<file path="config.mk">
export PLATFORM = sky130hd
export DESIGN_NAME = mep_ctrl
export DESIGN_NICKNAME = d
export VERILOG_FILES = /design/src/hw/rtl/mep_pkg.sv /design/src/hw/rtl/mep_ctrl.sv
export SDC_FILE = /design/constraint.sdc
export NUM_CORES = 1
export LEC_CHECK = 0
export BUFFER_PORTS_ARGS = -buffer_cell sky130_fd_sc_hd__buf_2
export CAP_MARGIN = 25
export CORE_AREA = 2 2 39 41
export DETAILED_ROUTE_END_ITERATION = 8
export DIE_AREA = 0 0 41 43
export HOLD_SLACK_MARGIN = 0.02
export SLEW_MARGIN = 15
export SYNTH_ARGS = -nofsm -noshare
export SYNTH_HDL_FRONTEND = slang
export SYNTH_SLANG_ARGS = --single-unit
</file>
<file path="constraint.sdc">
create_clock -name clk -period 1.4 [get_ports clk]
set_input_delay 0.28 -clock clk [delete_from_list [all_inputs] [get_ports clk]]
set_output_delay 0.28 -clock clk [all_outputs]
set_load 0.02 [all_outputs]
</file>
<file path="src/hw/rtl/mep_pkg.sv">
// shared types, constants and color table builders for the mandelbrot escape pixel block
// no dependencies
`timescale 1ns / 1ps
`default_nettype none

package mep_pkg;

    localparam int IMAGE_SIDE        = 4096;
    localparam int COLOR_TABLE_DEPTH = 1024;
    localparam int COLOR_IDX_W       = $clog2(COLOR_TABLE_DEPTH);

    localparam int COORD_W  = 12;
    localparam int COUNT_W  = 10;
    localparam int COLOR_W  = 8;
    localparam int ORIGIN_W = 60;
    localparam int STEP_W   = 56;
    localparam int FRAC_W   = 56;
    // z components stay inside +-16, so 61 bits signed and 60 bits of magnitude
    localparam int Z_W      = 61;
    localparam int MAG_W    = 60;
    localparam int HALF_W   = MAG_W / 2;
    localparam int PROD_W   = 2 * HALF_W;
    localparam int ACC_W    = 2 * MAG_W;
    localparam int MAP_W    = STEP_W + COORD_W;

    localparam int DATA_W = 64;
    localparam int ADDR_W = 5;

    localparam logic [COUNT_W-1:0] MAX_LIMIT = 10'd1022;

    localparam logic signed [ORIGIN_W-1:0] ORIGIN_REAL_RST = 60'sd25716490621008025;
    localparam logic signed [ORIGIN_W-1:0] ORIGIN_IMAG_RST = -60'sd46506763825613107;
    localparam logic [STEP_W-1:0]          PIXEL_STEP_RST  = 56'd576460752;
    localparam logic [COUNT_W-1:0]         ITER_LIMIT_RST  = 10'd880;

    localparam int              COLOR_OFFSET = 80;
    localparam int              COLOR_SPAN   = 800;
    localparam longint unsigned SPAN_CUBE    = 64'd512000000;

    typedef enum logic [1:0] {
        REG_ORIGIN_REAL,
        REG_ORIGIN_IMAG,
        REG_PIXEL_STEP,
        REG_ITER_LIMIT
    } reg_code_t;

    typedef enum logic [3:0] {
        ST_IDLE,
        ST_MAP_RE,
        ST_MAP_IM,
        ST_MAP_END,
        ST_MAG,
        ST_MUL0,
        ST_MUL1,
        ST_MUL2,
        ST_MUL3,
        ST_ACC,
        ST_CHECK,
        ST_ROM_WAIT,
        ST_EMIT
    } state_t;

    typedef struct packed {
        logic signed [ORIGIN_W-1:0] origin_real;
        logic signed [ORIGIN_W-1:0] origin_imag;
        logic [STEP_W-1:0]          pixel_step;
        logic [COUNT_W-1:0]         iteration_limit;
    } cfg_t;

    typedef struct packed {
        logic       load;
        logic       map_re;
        logic       map_im;
        logic       init;
        logic       mag;
        logic       mul_en;
        logic [1:0] mul_step;
        logic       acc_en;
        logic       update;
        logic       count;
        logic       emit;
    } cmd_t;

    typedef struct packed {
        logic escape;
        logic at_limit;
        logic out_free;
    } status_t;

    typedef logic [3*COLOR_W-1:0] color_rom_t [COLOR_TABLE_DEPTH];

    // largest k with k^10 * 800^7 <= 255^10 * m^7
    function automatic logic [COLOR_W-1:0] green_of(longint unsigned m);
        logic [159:0] rhs;
        logic [159:0] lhs;
        int unsigned  lo;
        int unsigned  hi;
        int unsigned  mid;
        rhs = 160'd1;
        for (int i = 0; i < 10; i++)
            rhs = rhs * 160'd255;
        for (int i = 0; i < 7; i++)
            rhs = rhs * 160'(m);
        lo = 0;
        hi = 254;
        for (int s = 0; s < 9; s++) begin
            if (lo < hi) begin
                mid = (lo + hi + 1) >> 1;
                lhs = 160'd1;
                for (int i = 0; i < 10; i++)
                    lhs = lhs * 160'(mid);
                for (int i = 0; i < 7; i++)
                    lhs = lhs * 160'd800;
                if (lhs <= rhs)
                    lo = mid;
                else
                    hi = mid - 1;
            end
        end
        return COLOR_W'(lo);
    endfunction

    // {red, green, blue} for one escape count
    function automatic logic [3*COLOR_W-1:0] color_entry(int unsigned n);
        longint unsigned    m;
        longint unsigned    red;
        longint unsigned    blue;
        logic [COLOR_W-1:0] green;
        if (n < COLOR_OFFSET)
            return '0;
        m = longint'(n) - COLOR_OFFSET;
        if (m >= COLOR_SPAN)
            return '1;
        red  = (64'd255 * m * m * m) / SPAN_CUBE;
        blue = 0;
        for (int k = 0; k < 254; k++) begin
            if (blue < 254 && (blue + 1) * (blue + 1) * 64'd800 <= 64'd65025 * m)
                blue = blue + 1;
        end
        green = green_of(m);
        return {COLOR_W'(red), green, COLOR_W'(blue)};
    endfunction

    function automatic color_rom_t build_color_rom();
        color_rom_t rom;
        for (int n = 0; n < COLOR_TABLE_DEPTH; n++)
            rom[n] = color_entry(n);
        return rom;
    endfunction

endpackage

`default_nettype wire

</file>
<file path="src/hw/rtl/mep_ctrl.sv">
// controller state machine: sequences mapping, partial products, escape test and output
// depends on mep_pkg for state, command and status types
`timescale 1ns / 1ps
`default_nettype none

module mep_ctrl (
    input  wire logic              clk,
    input  wire logic              rst_n,
    input  wire logic              in_valid,
    output logic                   in_ready,
    input  wire mep_pkg::status_t  status,
    output mep_pkg::cmd_t          cmd
);
    import mep_pkg::*;

    state_t state_reg;
    state_t state_next;

    always_ff @(posedge clk or negedge rst_n)
    begin
        if (!rst_n)
            state_reg <= ST_IDLE;
        else
            state_reg <= state_next;
    end

    always_comb
    begin
        state_next = state_reg;
        cmd        = '0;
        in_ready   = 1'b0;
        case (state_reg)
            ST_IDLE:
            begin
                in_ready = 1'b1;
                if (in_valid) begin
                    cmd.load   = 1'b1;
                    state_next = ST_MAP_RE;
                end
            end
            ST_MAP_RE:
            begin
                cmd.map_re = 1'b1;
                state_next = ST_MAP_IM;
            end
            ST_MAP_IM:
            begin
                cmd.map_im = 1'b1;
                state_next = ST_MAP_END;
            end
            ST_MAP_END:
            begin
                cmd.init   = 1'b1;
                state_next = ST_MAG;
            end
            ST_MAG:
            begin
                cmd.mag    = 1'b1;
                state_next = ST_MUL0;
            end
            ST_MUL0:
            begin
                cmd.mul_en   = 1'b1;
                cmd.mul_step = 2'd0;
                state_next   = ST_MUL1;
            end
            // accumulation adds each partial product in the cycle after the multipliers register it
            ST_MUL1:
            begin
                cmd.mul_en   = 1'b1;
                cmd.mul_step = 2'd1;
                cmd.acc_en   = 1'b1;
                state_next   = ST_MUL2;
            end
            ST_MUL2:
            begin
                cmd.mul_en   = 1'b1;
                cmd.mul_step = 2'd2;
                cmd.acc_en   = 1'b1;
                state_next   = ST_MUL3;
            end
            ST_MUL3:
            begin
                cmd.mul_en   = 1'b1;
                cmd.mul_step = 2'd3;
                cmd.acc_en   = 1'b1;
                state_next   = ST_ACC;
            end
            ST_ACC:
            begin
                cmd.acc_en = 1'b1;
                state_next = ST_CHECK;
            end
            ST_CHECK:
            begin
                if (status.escape)
                    state_next = ST_ROM_WAIT;
                else if (status.at_limit) begin
                    // never escaped: count ends at limit plus one
                    cmd.count  = 1'b1;
                    state_next = ST_ROM_WAIT;
                end
                else begin
                    cmd.count  = 1'b1;
                    cmd.update = 1'b1;
                    state_next = ST_MAG;
                end
            end
            ST_ROM_WAIT:
            begin
                state_next = ST_EMIT;
            end
            ST_EMIT:
            begin
                if (status.out_free) begin
                    cmd.emit   = 1'b1;
                    state_next = ST_IDLE;
                end
            end
            default:
            begin
                state_next = ST_IDLE;
            end
        endcase
    end

endmodule

`default_nettype wire

</file>
==> metrics.cfg, run 1 <==
[final_layout]
post-route-cell-area_um2 = 741
final_cell_mix = buf_4, buf_6, buf_2
drive_above_1_share_pct = 65.8
nets = 86
antenna_cells = 0
syn2layout_area_growth_pct = 76.7
num-fill-cells = 123
fin_cells = 95
largest_reg_flops = 4
final_common_cell = buf_4

[sta]
layout_setup_ws_ns = -0.190
finalHoldViolations = 0
tightest_slew_ns = 0.249
setup_tns_ns = -1.76
period_share_pct = 114
period_minus_slack_ns = 1.59
rsz0062_at_grt = yes
skew_ns = 0.00529
slew_headroom_pct = 83.3
max_freq_mhz = 629
final-setup-viol-count = 13
maxSlewViolCount = 0

[clock_tree]
tritoncts = yes
cts.sink_count = 4
path_clk_slew_ns = 0.04
htreeDepth = 1
cts_root_buf = clkbuf_4
cts_buffers = 3
clock_latency_ns = 0.23
clock_path_buffers = 2

[setup_path]
arrival_ns = 1.31
path_max_fanout = 7
cp-start-kind = flop
worstRegToRegCells = 5
reg2reg_slack_ns = 0.10
crit_required_ns = 1.12
crit_path_end_kind = output port
worst-setup-path-type = reg2out

[die]
dieArea_mm2 = 0.00176
io_pins = 19
core_mm2 = 0.00138
initial_core_util_pct = 30.3
die_h_um = 43
fp.dieW_um = 41
fp-row-count = 14

[synthesis]
synthesis.area_um2 = 419
ys_warn_count = 0
ys_ff_latch = 4
syn_avg_cell_area_um2 = 9.11
synthCells = 46
synthDistinctLibCells = 27
synth_top_area_share_pct = 23.9
yosys.area.top_type = dfrtp_1
synth_nets = 52
synth_top_cells_by_area = dfrtp_1, buf_6, nor4b_2
ys_seq_area_share_pct = 23.9

[global_route]
grt_pass1_wl_mm = 1.64
gr-usage-met3_pct = 3.14
antenna_found_initial = 0
grt_usage_pct = 13.1
grt_pass1_vias = 435
overflow = 0
grt_start_max_net_pins = 8
top_usage_layer = met2
grt_use_met1_pct = 12.7
grt_util_met2_pct = 25.6

[outcome]
failed_checks = setup timing
status = finished, violations left

[placed_design]
dp.cells = 82
io_buffers = 18
place_area_um2 = 557
gp_congestion = 0.788
dp.final_hpwl_um = 758

[route]
viasPerCell = 5.07
drtAntennaViolNets = 0
drt_iter0_drc = 8
wl_per_cell_um = 11.8
drc = 0
first_pass_iters = 4
vias = 482
drt_wl_total_mm = 1.12

[pwr]
p_leak_nw = 0.344
vdd_drop_max_mv = 0.926
power.density_mw_per_mm2 = 2610

[run]
drv_cap = 0

[hold_path]
hold_class = in2async

layout make-up:
| class | count | area, um^2 | area share, % |
|---|---|---|---|
| clock buffers | 4 | 26.3 | 3.55 |
| multi-input cells | 38 | 314 | 42.4 |
| flip-flops and latches | 4 | 105 | 14.2 |
| well taps | 16 | 20.0 | 2.70 |
| repair buffers | 33 | 275 | 37.2 |
logic make-up after synthesis:
family | Yosys count | share of synthesized area, %
compound gates | 14 | 23.6
buf+inv | 4 | 9.85
flops | 4 | 23.9
simple gates | 24 | 42.7
final timing paths:
kind,start,endpoint
setup / recovery,state_reg[2],cmd[2]
hold / removal,rst_n,state_reg[1]
setup reg to reg,state_reg[0],state_reg[3]
hold reg to reg,state_reg[3],state_reg[0]
max in group asynchronous,rst_n,state_reg[2]
min in group clk,in_valid,state_reg[0]
per-layer routing:
metal,share of wire [%],vias to the layer above
li1,-,239
met1,42,228
met2,54,15
met3,4.4,0
met4,0,0
met5,0,-
cells in the mapped netlist:
library cell / instances
and2b_1: 1
nor2b_1: 1
dfrtp_1: 4
nand2b_1: 3
buf_6: 3
nand3b_1: 2
and2_1: 1
a211oi_2: 1
o22ai_1: 1
a21oi_2: 1
a22o_1: 1
o21ai_1: 5
a21o_1: 1
nand2_2: 1
nor4b_2: 2
nor2_1: 2
nor3_1: 2
nor2_2: 1
o211a_1: 1
a21boi_0: 1
nand2_1: 3
nor3_2: 2
o21a_1: 1
buf_4: 1
a21oi_1: 1
nor4_2: 2
and4_1: 1
critical path: stages (launching register included):
cell and delay [ns]:
dfrtp_2 0.45, and2b_1 0.23, nand3b_1 0.12, nor3_2 0.12, buf_4 0.16
what timing repair did:
item / in CTS / in global routing
setup endpoints to repair: 13 / 13
pin swaps: 6 / 2
hold buffers: 1 / 0
resized for setup: 24 / 2
endpoints found under the hold margin: 4 / 0
buffers inserted: 8 / 0
power breakdown:
part           leakage, nW  internal, mW  switching, mW
combinational        0.285         0.780          0.673
clock               0.0150         0.107         0.0465
sequential          0.0442         0.187          0.142
total                0.344          1.07          0.862
per-stage QoR:
| stage | hold slack, ns | util, % | power [mW] | setup WS [ns] |
|---|---|---|---|---|
| 6_report | 0.377 | 53.5 | 1.94 | -0.190 |
| 5_1_grt | 0.382 | 53.5 | 2.06 | -0.287 |
| 4_1_cts | 0.372 | 53.0 | 1.92 | -0.184 |
| 3_5_place_dp | 0.0866 | 40.2 | 1.36 | 0.0206 |
| 3_3_place_gp | 0.0858 | 40.2 | 1.35 | 0.0368 |
| 2_1_floorplan | -0.0156 | - | 1.11 | -0.0192 |
(Power assumes the default switching activity.)
==> run 2: changes to the inputs <==
--- a/config.mk
+++ b/config.mk
@@ -11,6 +11,7 @@
 export DETAILED_ROUTE_END_ITERATION = 8
 export DIE_AREA = 0 0 41 43
 export HOLD_SLACK_MARGIN = 0.02
+export SETUP_SLACK_MARGIN = 0.05
 export SLEW_MARGIN = 15
 export SYNTH_ARGS = -nofsm -noshare
 export SYNTH_HDL_FRONTEND = slang
==> metrics.cfg, run 2 (synthesis gave the netlist of run 1 again) <==
[route]
drc = 0  ; unchanged
drt_wl_total_mm = 1.05  ; -5.7%
vias = 447  ; -7.3%
first_pass_iters = 3  ; -1
wl_per_cell_um = 11.8  ; +0.63%
drt_iter0_drc = 5  ; -3
viasPerCell = 5.02  ; -1.0%
drtAntennaViolNets = 0  ; unchanged

[setup_path]
cp_top_family = simple AND/OR/NAND/NOR gates
path_depth = 3  ; -1
path_cells = nor4_4 -> and2_4 -> buf_6
reg2reg_from = state_reg[1]
worst-setup-path-type = reg2out
crit_path_end_kind = output port
cp-endpoint = cmd[11]
path_max_fanout = 6  ; -1
cp-start-kind = flop
arrival_ns = 1.28  ; -0.03 ns
critPathBufInv = 1  ; unchanged
startpoint = state_reg[3]
slowest_stage = dfrtp_2
crit_required_ns = 1.12  ; about the same
reg2reg_slack_ns = 0.16  ; +0.06 ns
cpPeakStageDelay_ns = 0.44  ; about the same
worstRegToRegCells = 4  ; -1
reg2reg_to = state_reg[0]

[sta]
layout_setup_ws_ns = -0.162  ; +0.0277 ns
slew_headroom_pct = 81.4  ; -1.9 points
finalHoldViolations = 0  ; unchanged
setup_tns_ns = -1.46  ; +0.302 ns
rsz0062_at_grt = yes
final-setup-viol-count = 13  ; unchanged
period_share_pct = 112  ; -2.0 points
maxSlewViolCount = 0  ; unchanged
period_minus_slack_ns = 1.56  ; -0.0277 ns
skew_ns = 0.00426  ; -0.00103 ns
max_freq_mhz = 640  ; +1.8%
tightest_slew_ns = 0.277  ; +0.0279 ns

[pwr]
vdd_drop_max_mv = 1.06  ; +15%
p_leak_nw = 0.317  ; -7.8%
power.density_mw_per_mm2 = 2590  ; -0.74%

[die]
fp.dieW_um = 41  ; unchanged
die_h_um = 43  ; unchanged
dieArea_mm2 = 0.00176  ; unchanged
core_mm2 = 0.00138  ; unchanged
initial_core_util_pct = 30.3  ; unchanged
fp-row-count = 14  ; unchanged
io_pins = 19  ; unchanged

[final_layout]
fin_cells = 89  ; -6.3%
antenna_cells = 0  ; unchanged
nets = 80  ; -7.0%
final_common_cell = buf_4
utilization_pct = 51.6  ; -1.9 points
syn2layout_area_growth_pct = 70.4
largest_reg_flops = 4  ; unchanged
drive_above_1_share_pct = 64.4  ; -1.4 points
final_cell_mix = buf_4, buf_2, buf_6

[clock_tree]
cts_buffers = 3  ; unchanged
clock_path_buffers = 2  ; unchanged
path_clk_slew_ns = 0.04  ; about the same
htreeDepth = 1  ; unchanged
tritoncts = yes
clock_latency_ns = 0.23  ; about the same
cts.sink_count = 4  ; unchanged
cts_root_buf = clkbuf_4

[global_route]
overflow = 0  ; unchanged
grt_start_max_net_pins = 16  ; +8
grt_pass1_wl_mm = 1.66  ; +1.3%
grt_pass1_vias = 378  ; -13%
grt_usage_pct = 13.5  ; +0.38 points
antenna_found_initial = 0  ; unchanged

[placed_design]
dp.final_hpwl_um = 788  ; +4.0%
dp.cells = 82  ; unchanged
gp_congestion = 0.783  ; -0.60%
io_buffers = 18  ; unchanged

[outcome]
failed_checks = setup timing
status = finished, violations left

[run]
drv_cap = 0  ; unchanged

[hold_path]
hold_class = in2async

## run 2: cell types whose count changed in the layout (fill, tap and decap cells not counted), sizes merged
cell | before | now
buf | 32 | 26
## run 2: worst register-to-register path: stages (launching register included)
cell and delay [ns]:
dfrtp_2 0.45, buf_12 0.16, buf_4 0.15, nor4_2 0.29
a211oi_2 0.07
## run 2: worst min-delay path by stage
stage               start            to  slack (ns)  cells past startpoint
finish              rst_n  state_reg[0]        0.38                      2
global route        rst_n  state_reg[0]        0.39                      2
CTS                 rst_n  state_reg[0]        0.39                      2
detailed placement  rst_n  state_reg[3]        0.09                      1
global placement    rst_n  state_reg[0]        0.08                      1
floorplan           rst_n  state_reg[0]       -0.02                      0
## run 2: metrics by stage
step | instance area (um^2) | total power [mW] | hold slack [ns] | worst slack [ns]
2_1_floorplan | 465 | 1.18 | -0.0156 | -0.0192
3_3_place_gp | 604 | 1.51 | 0.0839 | 0.0473
3_5_place_dp | 604 | 1.53 | 0.0853 | 0.0320
4_1_cts | 694 | 1.81 | 0.389 | -0.161
5_1_grt | 714 | 1.99 | 0.393 | -0.241
6_report | 714 | 1.85 | 0.383 | -0.162
## run 2: layout make-up
| class | instances | area, um^2 |
|---|---|---|
| repair buffers | 27 | 233 |
| clock buffers | 4 | 26.3 |
| well taps | 16 | 20.0 |
| fillers | 141 | 669 |
| multi-input cells | 38 | 332 |
| flip-flops and latches | 4 | 104 |
## run 2: power breakdown
part / internal (mW) / switching, mW
Sequential: 0.184 / 0.0933
Combinational: 0.711 / 0.710
Clock: 0.107 / 0.0470
## run 2: timing repair
| action | 4_1_cts | 5_1_grt |
|---|---|---|
| endpoints found under the setup margin | 13 | 13 |
| cloned | 0 | 0 |
| hold buffers | 1 | 0 |
| hold endpoints to repair | 4 | 0 |
| gates resized for setup | 17 | 4 |
| buffers inserted | 1 | 1 |
| pin swaps | 2 | 1 |
## run 2: routing by layer
metal	wire length, um	track usage [%]
met1	429	18.8
met2	568	20.9
met3	45	1.57
met4	9	4.00
met5	0	0
