File: src/hw/rtl/mep_pkg.sv
// shared types, constants and color table builders for the mandelbrot escape pixel block
// no dependencies
`timescale 1ns / 1ps
`default_nettype none

package mep_pkg;

    localparam int IMAGE_SIDE        = 4096;
    localparam int COLOR_TABLE_DEPTH = 1024;
    localparam int COLOR_IDX_W       = $clog2(COLOR_TABLE_DEPTH);

    localparam int COORD_W  = 12;
    localparam int COUNT_W  = 10;
    localparam int COLOR_W  = 8;
    localparam int ORIGIN_W = 60;
    localparam int STEP_W   = 56;
    localparam int FRAC_W   = 56;
    // z components stay inside +-16, so 61 bits signed and 60 bits of magnitude
    localparam int Z_W      = 61;
    localparam int MAG_W    = 60;
    localparam int HALF_W   = MAG_W / 2;
    localparam int PROD_W   = 2 * HALF_W;
    localparam int ACC_W    = 2 * MAG_W;
    localparam int MAP_W    = STEP_W + COORD_W;

    localparam int DATA_W = 64;
    localparam int ADDR_W = 5;

    localparam logic [COUNT_W-1:0] MAX_LIMIT = 10'd1022;

    localparam logic signed [ORIGIN_W-1:0] ORIGIN_REAL_RST = 60'sd25716490621008025;
    localparam logic signed [ORIGIN_W-1:0] ORIGIN_IMAG_RST = -60'sd46506763825613107;
    localparam logic [STEP_W-1:0]          PIXEL_STEP_RST  = 56'd576460752;
    localparam logic [COUNT_W-1:0]         ITER_LIMIT_RST  = 10'd880;

    localparam int              COLOR_OFFSET = 80;
    localparam int              COLOR_SPAN   = 800;
    localparam longint unsigned SPAN_CUBE    = 64'd512000000;

    typedef enum logic [1:0] {
        REG_ORIGIN_REAL,
        REG_ORIGIN_IMAG,
        REG_PIXEL_STEP,
        REG_ITER_LIMIT
    } reg_code_t;

    typedef enum logic [3:0] {
        ST_IDLE,
        ST_MAP_RE,
        ST_MAP_IM,
        ST_MAP_END,
        ST_MAG,
        ST_MUL0,
        ST_MUL1,
        ST_MUL2,
        ST_MUL3,
        ST_ACC,
        ST_CHECK,
        ST_ROM_WAIT,
        ST_EMIT
    } state_t;

    typedef struct packed {
        logic signed [ORIGIN_W-1:0] origin_real;
        logic signed [ORIGIN_W-1:0] origin_imag;
        logic [STEP_W-1:0]          pixel_step;
        logic [COUNT_W-1:0]         iteration_limit;
    } cfg_t;

    typedef struct packed {
        logic       load;
        logic       map_re;
        logic       map_im;
        logic       init;
        logic       mag;
        logic       mul_en;
        logic [1:0] mul_step;
        logic       acc_en;
        logic       update;
        logic       count;
        logic       emit;
    } cmd_t;

    typedef struct packed {
        logic escape;
        logic at_limit;
        logic out_free;
    } status_t;

    typedef logic [3*COLOR_W-1:0] color_rom_t [COLOR_TABLE_DEPTH];

    // largest k with k^10 * 800^7 <= 255^10 * m^7
    function automatic logic [COLOR_W-1:0] green_of(longint unsigned m);
        logic [159:0] rhs;
        logic [159:0] lhs;
        int unsigned  lo;
        int unsigned  hi;
        int unsigned  mid;
        rhs = 160'd1;
        for (int i = 0; i < 10; i++)
            rhs = rhs * 160'd255;
        for (int i = 0; i < 7; i++)
            rhs = rhs * 160'(m);
        lo = 0;
        hi = 254;
        for (int s = 0; s < 9; s++) begin
            if (lo < hi) begin
                mid = (lo + hi + 1) >> 1;
                lhs = 160'd1;
                for (int i = 0; i < 10; i++)
                    lhs = lhs * 160'(mid);
                for (int i = 0; i < 7; i++)
                    lhs = lhs * 160'd800;
                if (lhs <= rhs)
                    lo = mid;
                else
                    hi = mid - 1;
            end
        end
        return COLOR_W'(lo);
    endfunction

    // {red, green, blue} for one escape count
    function automatic logic [3*COLOR_W-1:0] color_entry(int unsigned n);
        longint unsigned    m;
        longint unsigned    red;
        longint unsigned    blue;
        logic [COLOR_W-1:0] green;
        if (n < COLOR_OFFSET)
            return '0;
        m = longint'(n) - COLOR_OFFSET;
        if (m >= COLOR_SPAN)
            return '1;
        red  = (64'd255 * m * m * m) / SPAN_CUBE;
        blue = 0;
        for (int k = 0; k < 254; k++) begin
            if (blue < 254 && (blue + 1) * (blue + 1) * 64'd800 <= 64'd65025 * m)
                blue = blue + 1;
        end
        green = green_of(m);
        return {COLOR_W'(red), green, COLOR_W'(blue)};
    endfunction

    function automatic color_rom_t build_color_rom();
        color_rom_t rom;
        for (int n = 0; n < COLOR_TABLE_DEPTH; n++)
            rom[n] = color_entry(n);
        return rom;
    endfunction

endpackage

`default_nettype wire

File: src/hw/rtl/mep_cfg.sv
// configuration registers behind the apb-style port
// depends on mep_pkg for the register map and cfg_t
`timescale 1ns / 1ps
`default_nettype none

module mep_cfg (
    input  wire logic                        clk,
    input  wire logic                        rst_n,
    input  wire logic                        psel,
    input  wire logic                        penable,
    input  wire logic                        pwrite,
    input  wire logic [mep_pkg::ADDR_W-1:0]  paddr,
    input  wire logic [mep_pkg::DATA_W-1:0]  pwdata,
    output logic      [mep_pkg::DATA_W-1:0]  prdata,
    output logic                             pready,
    output mep_pkg::cfg_t                    cfg
);
    import mep_pkg::*;

    cfg_t      cfg_reg;
    reg_code_t code;
    logic      wr_en;

    // registers sit on 8-byte boundaries
    assign code   = reg_code_t'(paddr[ADDR_W-1:3]);
    assign wr_en  = psel && penable && pwrite;
    assign pready = 1'b1;

    always_ff @(posedge clk or negedge rst_n)
    begin
        if (!rst_n) begin
            cfg_reg.origin_real     <= ORIGIN_REAL_RST;
            cfg_reg.origin_imag     <= ORIGIN_IMAG_RST;
            cfg_reg.pixel_step      <= PIXEL_STEP_RST;
            cfg_reg.iteration_limit <= ITER_LIMIT_RST;
        end
        else if (wr_en) begin
            case (code)
                REG_ORIGIN_REAL: cfg_reg.origin_real     <= pwdata[ORIGIN_W-1:0];
                REG_ORIGIN_IMAG: cfg_reg.origin_imag     <= pwdata[ORIGIN_W-1:0];
                REG_PIXEL_STEP:  cfg_reg.pixel_step      <= pwdata[STEP_W-1:0];
                REG_ITER_LIMIT:  cfg_reg.iteration_limit <= pwdata[COUNT_W-1:0];
                default:         cfg_reg.iteration_limit <= cfg_reg.iteration_limit;
            endcase
        end
    end

    always_comb
    begin
        case (code)
            REG_ORIGIN_REAL: prdata = DATA_W'(cfg_reg.origin_real);
            REG_ORIGIN_IMAG: prdata = DATA_W'(cfg_reg.origin_imag);
            REG_PIXEL_STEP:  prdata = DATA_W'(cfg_reg.pixel_step);
            REG_ITER_LIMIT:  prdata = DATA_W'(cfg_reg.iteration_limit);
            default:         prdata = '0;
        endcase
    end

    assign cfg = cfg_reg;

endmodule

`default_nettype wire

File: config.mk
export PLATFORM = sky130hd
export DESIGN_NAME = mep_cfg
export DESIGN_NICKNAME = d
export VERILOG_FILES = /design/src/hw/rtl/mep_pkg.sv /design/src/hw/rtl/mep_cfg.sv
export SDC_FILE = /design/constraint.sdc
export NUM_CORES = 1
export LEC_CHECK = 0
export BUFFER_PORTS_ARGS = -buffer_cell sky130_fd_sc_hd__buf_2
export CAP_MARGIN = 20
export CORE_MARGIN = 2
export CORE_UTILIZATION = 40
export CTS_CLUSTER_SIZE = 24
export DETAILED_ROUTE_END_ITERATION = 7
export PLACE_DENSITY_LB_ADDON = 0.08
export RECOVER_POWER = 100
export SKIP_LAST_GASP = 1
export SLEW_MARGIN = 20
export SYNTH_ARGS = -nofsm -noshare
export SYNTH_HDL_FRONTEND = slang
export SYNTH_SLANG_ARGS = --single-unit
File: constraint.sdc
create_clock -name clk -period 1.9 [get_ports clk]
set_clock_uncertainty 0.1 [all_clocks]
set_input_delay 0.38 -clock clk [delete_from_list [all_inputs] [get_ports clk]]
set_output_delay 0.38 -clock clk [all_outputs]
set_load 0.02 [all_outputs]
==> key figures, run 1 <==
Routing
  • DR iter-0 viols: 149
  • Pre-antenna DRT Iters: 6
  • Drt total wl: 24700 µm
  • Routed len/inst: 20.0 µm
  • Routed Antenna Nets: 0
  • Drt drc: 0
  • Routed vias/inst: 5.06
  • Vias: 6263

Status
  • Status: complete, but fails checks
  • Violated checks: setup timing

Worst setup path
  • CP max FO: 7
  • Most Frequent Cell on Critical Path: buf_16
  • Worst Path Required: 1.42 ns
  • Critical path class: input pin to output pin
  • Cell Chain, Critical Path: buf_16 > clkbuf_8 > nor2b_4 > buf_6 > buf_12 > buf_16 > nand2_1 > o21ai_1 > buf_4
  • CP arrival: 1.48 ns
  • Worst setup EP type: output pin
  • Crit path max-delay cell type: buf_4
  • CP max stage delay: 0.16 ns
  • Worst setup SP type: input pin

Timing
  • Rel. slew slack: 0.346
  • Worst Slack Setup Final: -0.0559 ns
  • Setup-failing EPs final: 20
  • Worst-Margin Slew: 0.982 ns
  • WHS: 0.0859 ns
  • Minimum clock period: 1.96 ns
  • Pins Over Slew Limit: 0
  • Fin Setup TNS: -0.487 ns
  • RSZ-0062 raised after global routing: true
  • Endpoints failing hold: 0
  • F_max: 0.511 GHz
  • Final Cycle Share: 1.03

Cells and area
  • Layout cells sized above 1: 0.525
  • Fin util: 0.546
  • Max reg flops: 186
  • Fin nets: 1024
  • Most frequent cells in the layout: clkbuf_1, mux2_2, dfrtp_1
  • ANT cells: 0
  • Final non-filler cell total: 1238
  • Commonest non-fill, non-tap cell in the layout: clkbuf_1
  • FILL cells: 1878
  • Area growth, synth to finish: 33.8%

Logic synthesis
  • Top FF cell, synth: dfrtp_1
  • EDFF count, synth: 0
  • Post-Syn Nets: 655
  • Synth warn: 0
  • Cell area after synthesis: 8600 µm²
  • Register bit count reported by yosys: 186
  • Seq/Total Area, Yosys: 0.552
  • Post-synth cell types: 24
  • Post-synthesis async set-or-reset flop share: 1.00
  • Mapped Cells: 581
  • Syn avg cell area: 14.8 µm²

Pwr
  • Switching portion of total power: 0.366
  • Comb power frac: 0.340
  • Clock power share: 0.247
  • Int Pwr: 9.19 mW
  • Worst VDD drop: 0.628 mV
  • LEAKAGE: 5.20 nW
  • PD cells: 1260 nW/µm²
  • NetSw: 5.30 mW
  • Flop pwr share: 0.413

Floorplanning
  • Die H: 151 µm
  • Die width: 151 µm
  • Die area: 22700 µm²
  • Placeable Area: 21100 µm²
  • FP Rows: 53
  • Initial Util: 0.408
  • I/O Pins: 325

Global route
  • Initial antenna violation count: 0
  • Global-route wire length before repair: 36500 µm
  • Largest net degree at the start of global routing: 53
  • Vias in the first global route: 6473
  • GRT Total Usage: 0.213
  • Total grt overflow: 0

Clocking
  • H-tree Lvls: 4
  • Clk sinks: 186
  • Root buf cell: clkbuf_16
  • Num CTS Buffers: 17
  • Clk slew on worst S/H paths: 0.07 ns
  • CTS tree: built
  • Max clock buf depth: 2
  • Clk_lat worst skew: 0.42 ns

Worst hold path
  • Min-Delay Path Class: input pin to flop

Placement
  • Count of input and output buffers: 316
  • RD Place Congestion: 0.764
  • Dpl cells: 1163
  • DP HPWL: 16700 µm

Job
  • Maxcap violations: 0
power by group through the flow:
stage,sequential [mW],combinational (mW),clock (mW)
final,5.98,4.93,3.58
after global placement,5.95,4.77,0
after global routing,6.11,5.25,3.86
after detailed placement,6.00,4.82,0
after floorplan,7.03,1.90,0
after CTS,5.93,5.21,3.70
metrics by stage:
step	power [mW]	worst slack, ns	area [µm²]
final	14.5	-0.0559	11500
after global routing	15.2	-0.0995	11500
after CTS	14.8	-0.0668	11800
after detailed placement	10.8	-0.0805	10700
after global placement	10.7	-0.0682	10700
after floorplan	8.93	0.0105	8630
final cells by class:
class / instances / area [µm²] / area share
clock inverters: 15 / 163 / 0.0141
clock buffers: 17 / 425 / 0.0370
inverters: 1 / 3.75 / 0.000326
multi-input cells: 350 / 3530 / 0.307
repair buffers: 394 / 2290 / 0.199
well taps: 275 / 344 / 0.0299
flip-flops and latches: 186 / 4750 / 0.413
path summary, 6_finish.rpt:
path                                      from                   end  slack (ns)  cells past startpoint
max                                   paddr[3]            prdata[21]       -0.06                      9
min in group asynchronous                rst_n  cfg[182]$_DFFE_PN0P_        0.48                      2
max reg2reg                cfg[70]$_DFFE_PN0P_   cfg[70]$_DFFE_PN0P_        0.59                      4
min reg2reg                cfg[90]$_DFFE_PN0P_   cfg[90]$_DFFE_PN0P_        0.43                      1
min                                 pwdata[24]   cfg[90]$_DFFE_PN0P_        0.09                      2
max in group asynchronous                rst_n  cfg[168]$_DFFE_PN1P_        0.20                      3
cell usage after synthesis, drive strengths merged, types with 5 or more instances:
| cell type | count | share of area |
|---|---|---|
| mux2i | 50 | 0.058 |
| dfstp | 76 | 0.23 |
| mux2 | 186 | 0.27 |
| clkbuf | 9 | 0.0039 |
| nor2 | 5 | 0.0022 |
| nand2 | 46 | 0.020 |
| buf | 35 | 0.034 |
| dfrtp | 110 | 0.32 |
| o21ai | 46 | 0.027 |
| mux4 | 10 | 0.027 |
critical path: cells and delay by family:
| kind | cells | cell delay [ns] |
|---|---|---|
| buffers and inverters | 6 | 0.80 |
| AND/OR/NAND/NOR | 2 | 0.20 |
| AO/OA/AOI/OAI | 1 | 0.08 |
routing by layer:
| layer | share of wire | global-route usage |
|---|---|---|
| met4 | 0.010 | 0.0495 |
| met3 | 0.067 | 0.0597 |
| met5 | 0 | 0 |
| met1 | 0.41 | 0.256 |
| met2 | 0.52 | 0.378 |
cell families after synthesis:
| family | share of synthesized area |
|---|---|
| buf+inv | 0.0385 |
| flops | 0.552 |
| simple gates | 0.0269 |
| mux | 0.355 |
| compound gates | 0.0268 |
| other cells | 0.000436 |
timing repair:
action	CTS	global route
gates cloned	3	1
pin swaps	8	12
resized for setup	63	59
hold buffers	1	0
setup buffers	27	13
setup endpoints to repair	60	56
hold endpoints to repair	23	0
No activity file was read; power rests on OpenSTA's default activity.
==> run 2, diff against run 1 <==
CTS_CLUSTER_DIAMETER = 60   (was unset)
MAX_ROUTING_LAYER = met4   (was unset)
==> key figures, run 2 (synthesized netlist as in run 1, its figures left out) <==
Routing
  • Vias: 6277
  • Drt drc: 0
  • Highest Signal Layer: met4
  • Routed Antenna Nets: 0
  • Routed len/inst: 20.0 µm
  • Drt total wl: 24800 µm
  • DR iter-0 viols: 152
  • Met2 wire len: 12800 µm
  • Routed wl met3: 1370 µm
  • Routed vias/inst: 5.08
  • Pre-antenna DRT Iters: 6
  • Wl on met1: 10300 µm

Worst setup path
  • RR Endpoint: cfg[70]$_DFFE_PN0P_
  • Critical path class: input pin to output pin
  • CP max FO: 7
  • Worst Path Required: 1.42 ns
  • Worst setup SP type: input pin
  • R2R cell count: 4
  • CP startpoint: paddr[3]
  • FF-to-FF Start: cfg[70]$_DFFE_PN0P_
  • CP arrival: 1.47 ns
  • Worst setup EP type: output pin
  • Reg2reg setup slack: 0.65 ns

Pwr
  • Int Pwr: 9.24 mW
  • Worst VDD drop: 0.628 mV
  • Clock power share: 0.246
  • PD cells: 1260 nW/µm²
  • LEAKAGE: 5.26 nW
  • Comb power frac: 0.342
  • Flop pwr share: 0.411
  • Switching portion of total power: 0.365
  • NetSw: 5.31 mW
  • Total chip power: 14.6 mW

Floorplanning
  • Die width: 151 µm
  • I/O Pins: 325
  • Die area: 22700 µm²
  • Placeable Area: 21100 µm²
  • Die H: 151 µm
  • FP Rows: 53
  • Initial Util: 0.408

Clocking
  • Clk sinks: 186
  • CTS tree: built
  • Root buf cell: clkbuf_16
  • H-tree Lvls: 4
  • Max clock buf depth: 2
  • Num CTS Buffers: 17
  • Clk slew on worst S/H paths: 0.07 ns
  • Clk_lat worst skew: 0.43 ns

Cells and area
  • Final Cell Area: 11600 µm²
  • Max reg flops: 186
  • Layout cells sized above 1: 0.539
  • ANT cells: 0
  • Fin nets: 1022
  • Most frequent cells in the layout: clkbuf_1, mux2_2, dfrtp_1
  • Fin util: 0.548
  • Area growth, synth to finish: 34.4%
  • Commonest non-fill, non-tap cell in the layout: clkbuf_1

Timing
  • Endpoints failing hold: 0
  • Fin Setup TNS: -0.443 ns
  • Minimum clock period: 1.95 ns
  • Final Cycle Share: 1.02
  • RSZ-0062 raised after global routing: true
  • Setup-failing EPs final: 21
  • Worst-Margin Slew: 0.983 ns
  • Worst Slack Setup Final: -0.0465 ns
  • Rel. slew slack: 0.344
  • F_max: 0.514 GHz
  • Pins Over Slew Limit: 0
  • WHS: 0.0844 ns

Worst hold path
  • Min-Delay Path Class: input pin to flop
  • Hold path start: pwdata[24]
  • Hold EP: cfg[90]$_DFFE_PN0P_
  • WHS Path Cells: 2

Status
  • Violated checks: setup timing
  • Status: complete, but fails checks

Global route
  • Initial antenna violation count: 0
  • GRT Total Usage: 0.219
  • Vias in the first global route: 6479
  • Largest net degree at the start of global routing: 53
  • Total grt overflow: 0
  • Global-route wire length before repair: 36400 µm

Placement
  • DP HPWL: 16700 µm
  • RD Place Congestion: 0.774
  • DP Area: 10700 µm²
  • Count of input and output buffers: 316

Job
  • Maxcap violations: 0
run 2: repair_timing:
| item | CTS | global route |
|---|---|---|
| pin swaps | 8 | 11 |
| cloned | 3 | 1 |
| hold buffers | 1 | 0 |
| resized for setup | 63 | 59 |
| setup endpoints to repair | 60 | 56 |
| endpoints found under the hold margin | 23 | 0 |
| setup buffers | 27 | 11 |
run 2: metrics by stage:
stage	worst slack, ns	std cells
2_1_floorplan	0.0105	581
3_3_place_gp	-0.0682	1163
3_5_place_dp	-0.0805	1163
4_1_cts	-0.0668	1225
5_1_grt	-0.0932	1236
6_report	-0.0465	1236
run 2: worst max-delay path, stage by stage:
cell	delay [ns]
buf_6	0.12
buf_12	0.12
nor2b_4	0.15
buf_6	0.13
buf_12	0.12
buf_16	0.15
nand2_1	0.05
o21ai_1	0.08
buf_4	0.16
run 2: final cells by class:
cell class	count	area (µm²)
clock inverters	15	163
inverters	1	3.75
repair buffers	392	2290
clock buffers	17	425
fillers	1864	9530
well taps	275	344
flip-flops and latches	186	4750
multi-input cells	350	3580
run 2: layer usage:
metal,track usage,vias up
met4,0.0565,0
met5,-,-
li1,-,2808
met3,0.0458,25
met1,0.262,3241
met2,0.378,203
run 2: worst max path at each step:
| stage | to | slack, ns | depth (start not counted) |
|---|---|---|---|
| final | prdata[21] | -0.05 | 9 |
| after global routing | prdata[2] | -0.09 | 2 |
| after CTS | prdata[2] | -0.07 | 2 |
| after detailed placement | prdata[17] | -0.08 | 7 |
| after global placement | prdata[28] | -0.07 | 7 |
| after floorplan | prdata[20] | 0.01 | 5 |
run 2: power groups by stage:
| stage | logic (mW) | clock network [mW] | registers (mW) |
|---|---|---|---|
| after floorplan | 1.90 | 0 | 7.03 |
| after global placement | 4.77 | 0 | 5.95 |
| after detailed placement | 4.82 | 0 | 6.00 |
| after CTS | 5.21 | 3.70 | 5.93 |
| after global routing | 5.29 | 3.85 | 6.12 |
| final | 4.98 | 3.59 | 5.99 |
==> run 3, diff against run 2 <==
--- a/constraint.sdc
+++ b/constraint.sdc
@@ -4,2 +4,2 @@
 set_output_delay 0.38 -clock clk [all_outputs]
-set_load 0.02 [all_outputs]
+set_load 0.05 [all_outputs]
==> key figures, run 3 (synthesized netlist as in run 1, its figures left out) <==
Pwr
  • Switching portion of total power: 0.469
  • Worst VDD drop: 0.753 mV
  • Comb power frac: 0.472
  • LEAKAGE: 5.52 nW
  • Int Pwr: 9.43 mW
  • Clock power share: 0.187
  • Flop pwr share: 0.341
  • PD cells: 1460 nW/µm²
  • NetSw: 8.34 mW
  • Total chip power: 17.8 mW

Floorplanning
  • FP Rows: 53
  • Die area: 22700 µm²
  • Initial Util: 0.408
  • I/O Pins: 325
  • Die H: 151 µm
  • Die width: 151 µm
  • Placeable Area: 21100 µm²

Routing
  • Drt drc: 0
  • Pre-antenna DRT Iters: 6
  • Routed len/inst: 20.5 µm
  • DR iter-0 viols: 136
  • Routed vias/inst: 5.07
  • Routed Antenna Nets: 0
  • Drt total wl: 24900 µm
  • Vias: 6181

Worst setup path
  • Worst setup SP type: input pin
  • FF-to-FF Start: cfg[74]$_DFFE_PN0P_
  • Worst Path Buf+Inv: 3
  • Worst setup EP type: output pin
  • Worst Path Required: 1.42 ns
  • CP arrival: 1.51 ns
  • Critical path class: input pin to output pin
  • Reg2reg setup slack: 0.74 ns
  • RR Endpoint: cfg[74]$_DFFE_PN0P_
  • Crit path max-delay cell type: mux2i_1
  • Cell Chain, Critical Path: buf_8 > buf_16 > mux2i_1 > o21ai_4 > buf_4
  • CP max FO: 20
  • Top delay family on crit path: buffers and inverters
  • CP max stage delay: 0.35 ns
  • R2R cell count: 3

Worst hold path
  • Hold path start: pwdata[56]
  • Min-Delay Path Class: input pin to flop
  • WHS Path Cells: 2
  • Hold EP: cfg[122]$_DFFE_PN1P_

Global route
  • Initial antenna violation count: 0
  • Global-route wire length before repair: 37200 µm
  • Total grt overflow: 0
  • GRT Total Usage: 0.222
  • Largest net degree at the start of global routing: 51
  • Vias in the first global route: 6531

Job
  • Maxcap violations: 0

Cells and area
  • Layout cells sized above 1: 0.734
  • Commonest non-fill, non-tap cell in the layout: clkbuf_2
  • Most frequent cells in the layout: clkbuf_2, mux2_2, dfrtp_1
  • Fin nets: 1003
  • Area growth, synth to finish: 41.1%
  • Max reg flops: 186

Placement
  • Count of input and output buffers: 316
  • RD Place Congestion: 0.849
  • DP Worst Slack: -0.242 ns
  • DP HPWL: 17100 µm

Timing
  • Final Cycle Share: 1.04
  • F_max: 0.504 GHz
  • Worst-Margin Slew: 1.07 ns
  • RSZ-0062 raised after global routing: true
  • Pins Over Slew Limit: 0
  • Endpoints failing hold: 0
  • Worst Slack Setup Final: -0.0852 ns
  • Setup-failing EPs final: 32
  • Rel. slew slack: 0.286
  • Minimum clock period: 1.99 ns

Clocking
  • Num CTS Buffers: 17
  • Max clock buf depth: 2
  • CTS tree: built
  • Root buf cell: clkbuf_16
  • Clk_lat worst skew: 0.42 ns
  • Clk slew on worst S/H paths: 0.07 ns
  • Clk sinks: 186
  • H-tree Lvls: 4

Status
  • Violated checks: setup timing
  • Status: complete, but fails checks
[run 3: cell count changes in the layout (fill, tap and decap cells not counted), sizes merged]
cell / delta
buf: -13
inv: -3
bufinv: -2
clkbuf: -2
clkinvlp: +2
clkinv: -1
diode: +1
[run 3: layout make-up]
cell class | count | area [µm²]
fillers | 1774 | 8940
flip-flops and latches | 186 | 4750
multi-input cells | 350 | 4010
repair buffers | 373 | 2480
clock buffers | 21 | 460
well taps | 275 | 344
clock inverters | 11 | 87.6
inverters | 1 | 3.75
diodes | 1 | 2.50
[run 3: per-stage QoR]
stage | cell area [µm²] | instances | setup TNS (ns) | utilization | hold WS, ns
floorplan | 9130 | 581 | -0.793 | - | -0.0156
global placement | 11100 | 1152 | -14.63 | 0.526 | 0.220
detailed placement | 11100 | 1152 | -19.90 | 0.526 | 0.231
CTS | 12100 | 1202 | -0.861 | 0.576 | 0.0770
global route | 12100 | 1217 | -4.22 | 0.576 | 0.0837
finish | 12100 | 1218 | -0.983 | 0.576 | 0.0860
[run 3: power by group through the flow]
stage          Clock (mW)  Sequential (mW)  Combinational [mW]
2_1_floorplan           0             9.19                2.88
3_3_place_gp            0             5.99                7.83
3_5_place_dp            0             6.05                7.92
4_1_cts              3.42             5.99                8.44
5_1_grt              3.57             6.21                8.72
6_report             3.32             6.07                8.38
[run 3: layer usage]
metal | global-route usage | part of all wire
met1 | 0.275 | 0.42
met4 | 0.0664 | 0.015
met2 | 0.366 | 0.51
met3 | 0.0479 | 0.057
met5 | - | 0
[run 3: worst max-delay path by stage]
stage / end / start / slack (ns) / cells after the start
after floorplan: prdata[60] / paddr[3] / -0.15 / 6
after global placement: prdata[45] / paddr[3] / -0.21 / 5
after detailed placement: prdata[27] / paddr[3] / -0.24 / 5
after CTS: prdata[2] / cfg[2]$_DFFE_PN0P_ / -0.1 / 2
after global routing: prdata[2] / cfg[2]$_DFFE_PN0P_ / -0.13 / 2
final: prdata[24] / paddr[3] / -0.09 / 5
[run 3: worst reg2reg max path, cell delays in order, from the launching register on]
cell and delay, ns:
dfrtp_1 0.40, buf_4 0.13, buf_4 0.13, mux2_1 0.29
[run 3: repair_timing]
action	4_1_cts	5_1_grt
hold buffers	1	0
setup endpoints to repair	64	57
pin swaps	2	1
resized for setup	112	57
setup buffers	16	14
endpoints found under the hold margin	15	0
gates cloned	1	1
